$ cat config.mk
export PLATFORM = sky130hd
export DESIGN_NAME = dpbm_table
export DESIGN_NICKNAME = d
export VERILOG_FILES = /design/src/dpbm_pkg.sv /design/src/dpbm_table.sv
export SDC_FILE = /design/constraint.sdc
export NUM_CORES = 1
export LEC_CHECK = 0
export BUFFER_PORTS_ARGS = -buffer_cell sky130_fd_sc_hd__buf_2
export CAP_MARGIN = 20
export CELL_PAD_IN_SITES_DETAIL_PLACEMENT = 1
export CELL_PAD_IN_SITES_GLOBAL_PLACEMENT = 1
export CORE_MARGIN = 5
export CORE_UTILIZATION = 57
export CTS_BUF_LIST = sky130_fd_sc_hd__clkbuf_8
export DETAILED_ROUTE_END_ITERATION = 16
export HOLD_SLACK_MARGIN = 0.1
export PLACE_DENSITY_LB_ADDON = 0.1
export SLEW_MARGIN = 20
export SYNTH_ARGS = -nofsm -noshare
export SYNTH_HDL_FRONTEND = slang
export SYNTH_SLANG_ARGS = --single-unit
$ cat constraint.sdc
create_clock -name i_clk -period 2.7 [get_ports i_clk]
set_input_delay 0.54 -clock i_clk [delete_from_list [all_inputs] [get_ports i_clk]]
set_output_delay 0.54 -clock i_clk [all_outputs]
set_load 0.03 [all_outputs]
$ cat src/dpbm_pkg.sv
// ----------------------------------------------------------------------------
// dpbm_pkg
// Shared types and constants of the demand-paged byte memory: command and
// status codes, the packed result item and the table control group.
// ----------------------------------------------------------------------------
package dpbm_pkg;

    localparam int TDATA_W = 32;
    localparam int VA_W    = 17;
    localparam int BYTE_W  = 8;
    localparam int PA_W    = 16;

    localparam logic [BYTE_W-1:0] FAULT_BYTE = 8'hFF;

    typedef enum logic [1:0] {
        CMD_READ  = 2'd0,
        CMD_WRITE = 2'd1,
        CMD_UNMAP = 2'd2
    } t_cmd;

    typedef enum logic [2:0] {
        ST_OK       = 3'd0,
        ST_UNMAPPED = 3'd1,
        ST_RANGE    = 3'd2,
        ST_NOFRAME  = 3'd3,
        ST_GUARD    = 3'd4
    } t_status;

    // read_data sits in the lowest bits
    typedef struct packed {
        logic [PA_W-1:0]   phys_addr;
        t_status           status;
        logic [BYTE_W-1:0] read_data;
    } t_result;

    localparam int RES_W = $bits(t_result);

    typedef struct packed {
        logic map_re;
        logic map_we;
        logic used_re;
        logic used_we;
        logic used_wdata;
    } t_tbl_ctl;

endpackage

$ cat src/dpbm_table.sv
// ----------------------------------------------------------------------------
// dpbm_table
// Page table and frame-in-use memories, each with one write port and one
// registered read port; the page table's read and write share one address.
// ----------------------------------------------------------------------------
module dpbm_table #(
    parameter int NUM_PAGES = 16,
    parameter int PG_W      = 4
) (
    input  logic                i_clk,
    input  dpbm_pkg::t_tbl_ctl  i_ctl,
    input  logic [PG_W-1:0]     i_map_addr,
    input  logic [PG_W-1:0]     i_map_wdata,
    output logic [PG_W-1:0]     o_map_rdata,
    input  logic [PG_W-1:0]     i_used_raddr,
    input  logic [PG_W-1:0]     i_used_waddr,
    output logic                o_used_rdata
);
    import dpbm_pkg::*;

    logic [PG_W-1:0] r_map [NUM_PAGES];
    logic            r_used [NUM_PAGES];
    logic [PG_W-1:0] r_map_rd;
    logic            r_used_rd;

    always_ff @(posedge i_clk) begin
        if (i_ctl.map_we) begin
            r_map[i_map_addr] <= i_map_wdata;
        end
        if (i_ctl.map_re) begin
            r_map_rd <= r_map[i_map_addr];
        end
    end

    always_ff @(posedge i_clk) begin
        if (i_ctl.used_we) begin
            r_used[i_used_waddr] <= i_ctl.used_wdata;
        end
        if (i_ctl.used_re) begin
            r_used_rd <= r_used[i_used_raddr];
        end
    end

    assign o_map_rdata  = r_map_rd;
    assign o_used_rdata = r_used_rd;

endmodule

==> reports/qor_table.md <==
| Step | Metric | This run |
|---|---|---|
| run status | Status | completed |
| grt | Number of global-route vias before repair | 1,932 |
| job | MaxCap Viol Count | 0 |
| sta | Maximum clock frequency | 527 MHz |
| critical path | Path type of the worst setup path | in2reg |
| clocking | Hold bufs inserted after CTS | 0 |
| clocking | Clock buffers created by TritonCTS | 9 |
| clocking | Maximum root-to-sink buffer count | 2 |
| critical path | CP Capture Type | register |
| critical path | Top Family by Delay on Critical Path | multiplexers |
| critical path | Worst-path cell chain | buf_2 -> mux4_1 -> a22oi_1 -> nand3_1 |
| final layout | Finished Core Util | 0.652 |
| yosys | Leading cell types by total area after synthesis | edfxtp_1 74%, mux4_2 9.2%, mux4_1 4.6% |
| final layout | Share of post-route cells with drive strength above 1 | 0.256 |
| yosys | Distinct cells, synth | 19 |
| sta | Post-layout minimum cycle time | 1.90 ns |
| pwr | Switching Fraction | 0.203 |
| floorplanning | Initial Util | 0.584 |
| drt | DR DRC count | 0 |
| critical path | Critical-path maximum fanout | 23 |
| pwr | Combinational share of power | 0.062 |
| final layout | Final Net Count | 232 |
| pwr | Clock power share | 0.385 |
| pwr | Switching Power | 0.548 mW |
| drt | Routed via count | 1,760 |
| sta | Final Cycle Share | 0.703 |
| sta | Total count of max-transition violations in the final report | 0 |
| min path | Hold crit path type | in2reg |
| yosys | Sequential cell area fraction in the yosys report | 0.742 |
| yosys | Mapped cell area | 0.00344 sq mm |
| grt | Global-route wire length before repair | 11.1 mm |
| grt | Gr usage total | 0.209 |
| clocking | Number of sinks driven by the clock tree | 85 |
| drt | Detailed Route Iter0 Violations | 151 |
| placement | Number of I/O port buffers | 26 |
| sta | Clk_skew | 0.00666 ns |
| pwr | Leakage dissipation | 1.27 nW |
| yosys | Syn Nets | 202 |
| drt | Number of routed nets with antenna violations | 0 |
| clocking | Clock tree from TritonCTS | done |
| final layout | Area of all placed cells without fillers | 0.00383 sq mm |
| placement | Gp weighted congestion | 0.791 |
| critical path | Total buffers and inverters traversed by the critical path | 1 |
| critical path | Worst EP arrival | 2.01 ns |
| sta | Final Hold Violating Endpoints | 0 |
| floorplanning | Standard-cell rows | 28 |
| sta | Normalized max-slew margin | 0.528 |
| pwr | Register share of total power | 0.553 |
| pwr | IR drop worst, VDD | 0.459 mV |
| grt | Maximum number of pins on one net before global-route repair | 24 |
| drt | Total iterations of the first detailed-routing run | 5 |
| final layout | Diodes inserted | 0 |
| yosys | Top cell type by total area after synthesis | edfxtp_1 |
| clocking | Clock-pin transition on the worst setup and hold timing paths | 0.08 ns |
| clocking | Insertion delay to the later sink of the worst-skew pair | 0.35 ns |
| drt | Routed WL per cell | 24.2 um |
| grt | Overflow left after global routing | 0 |
| critical path | Slowest-stage cell, CP | mux4_1 |
| floorplanning | Std-Cell Core Area | 0.00589 sq mm |
| clocking | Cells resized by post-CTS repair | 0 |
| placement | Post-detailed-placement cell area | 0.00361 sq mm |
| grt | Antenna violations before repair | 0 |
| critical path | Startpoint Class | input port |
| yosys | Area fraction of the dominant cell type after synthesis | 0.742 |
| critical path | Critical path data required time | 2.81 ns |
| yosys | Mean cell area of the mapped netlist | 19.1 sq um |
| critical path | Slowest stage delay, CP | 0.66 ns |
| sta | Count of endpoints failing setup in the final report | 0 |
| pwr | Internal Power | 2.15 mW |
| drt | Detailed-route wire length | 7.02 mm |
| final layout | Synth-to-layout area growth | 11.5% |
| floorplanning | Die Y-Extent | 87.7 um |
| sta | Setup tns final | 0 ns |
| yosys | Synth warn | 0 |
| clocking | Post-CTS setup-driven buffer insertion count | 0 |
| clocking | Number of H-tree branching levels | 3 |
| yosys | Number of cells produced by synthesis | 180 |
| floorplanning | I/O Pins | 27 |
| sta | RSZ-0062 raised after global routing | no |
| yosys | Synthesis-stage register bit count | 85 |
| floorplanning | Die ar. | 0.00769 sq mm |
| final layout | Filler cells | 516 |
| placement | Post-detailed-placement half-perimeter wirelength | 4.62 mm |
| floorplanning | Die X-Extent | 87.7 um |
| pwr | Pwr/cell area | 704 mW/mm^2 |
| drt | Via-per-instance ratio | 6.07 |
| clocking | Root Buffer Master | clkbuf_8 |
| sta | Transition time at the pin with the least slew margin | 0.702 ns |
[through the flow]
stage          setup WS, ns  power, mW  instances  hold slack [ns]
2_1_floorplan         0.835       1.62        180            0.639
3_3_place_gp          0.467       1.68        274            0.735
3_5_place_dp          0.437       1.69        274            0.740
4_1_cts               0.762       2.71        290            0.383
5_1_grt               0.697       2.80        290            0.370
6_report              0.801       2.70        290            0.396
[sequential cells by signal, summed over array words and instances, names as in the netlist]
name	flops
r_map	64
r_used	16
o_map_rdata	4
o_used_rdata	1
[synthesized netlist by cell type]
master,count
nor3_1,8
buf_6,1
buf_2,3
buf_12,1
a22oi_1,3
nor2b_1,2
a22oi_2,1
clkbuf_1,1
mux4_2,14
buf_4,1
mux2i_1,3
nand2_1,6
mux4_1,6
or3b_2,2
edfxtp_1,85
nand3b_1,4
nand2b_1,4
nor2_1,25
nand3_1,10
[cell type report]
cell class / instances / area, sq um / share of cell area
multi-input cells: 88 / 830 / 0.216
well taps: 75 / 93.8 / 0.0245
repair buffers: 26 / 130 / 0.0339
clock buffers: 9 / 124 / 0.0323
flip-flops and latches: 85 / 2550 / 0.666
clock inverters: 7 / 105 / 0.0274
[kinds of logic (layout without fill, tap and decap cells)]
kind of cell	Yosys count	in the layout	share of synthesized area
AOI/OAI and AO/OA	4	4	0.0102
and+or+nand+nor	61	61	0.0848
muxes	23	23	0.146
DFF	85	85	0.742
buffers and inverters	7	42	0.0167
[layout by cell type (no fill, tap or decap)]
master,n
clkinv_1,3
a22oi_1,3
nand2b_1,4
nand3_1,10
mux2i_1,3
nor2b_1,2
nor2_1,25
clkbuf_8,9
nor3_1,8
a22oi_2,1
buf_2,26
mux4_2,14
nand3b_1,4
nand2_1,6
edfxtp_1,85
inv_1,1
mux4_1,6
bufinv_16,3
or3b_2,2
[power by group through the flow]
stage	Sequential, mW	Clock [mW]	Combinational [mW]
finish	1.49	1.04	0.167
detailed placement	1.52	0	0.168
global placement	1.52	0	0.160
CTS	1.49	1.04	0.171
global route	1.49	1.13	0.181
floorplan	1.53	0	0.0901
[worst reg2reg max path, stage by stage (launching register included)]
cell      delay (ns)
edfxtp_1        0.38
mux4_1          0.54
a22oi_1         0.22
nand3_1         0.09
[routing by layer]
metal | wire [um] | part of all wire | GRT usage | up-vias
met2 | 3780 | 0.54 | 0.353 | 48
met5 | 0 | 0 | 0 | -
met3 | 347 | 0.049 | 0.0499 | 12
met4 | 116 | 0.017 | 0.0725 | 0
li1 | - | - | - | 791
met1 | 2780 | 0.40 | 0.268 | 909
[worst paths after layout]
| check | startpoint | end | slack, ns | cells past startpoint |
|---|---|---|---|---|
| setup reg to reg | r_map[1][0] | o_map_rdata[0] | 1.24 | 3 |
| hold reg to reg | r_map[8][0] | o_map_rdata[0] | 0.77 | 3 |
| hold / removal | i_ctl[2] | o_used_rdata | 0.40 | 1 |
| setup / recovery | i_map_addr[0] | o_map_rdata[0] | 0.80 | 4 |
Power figures use the tool's default switching activity.
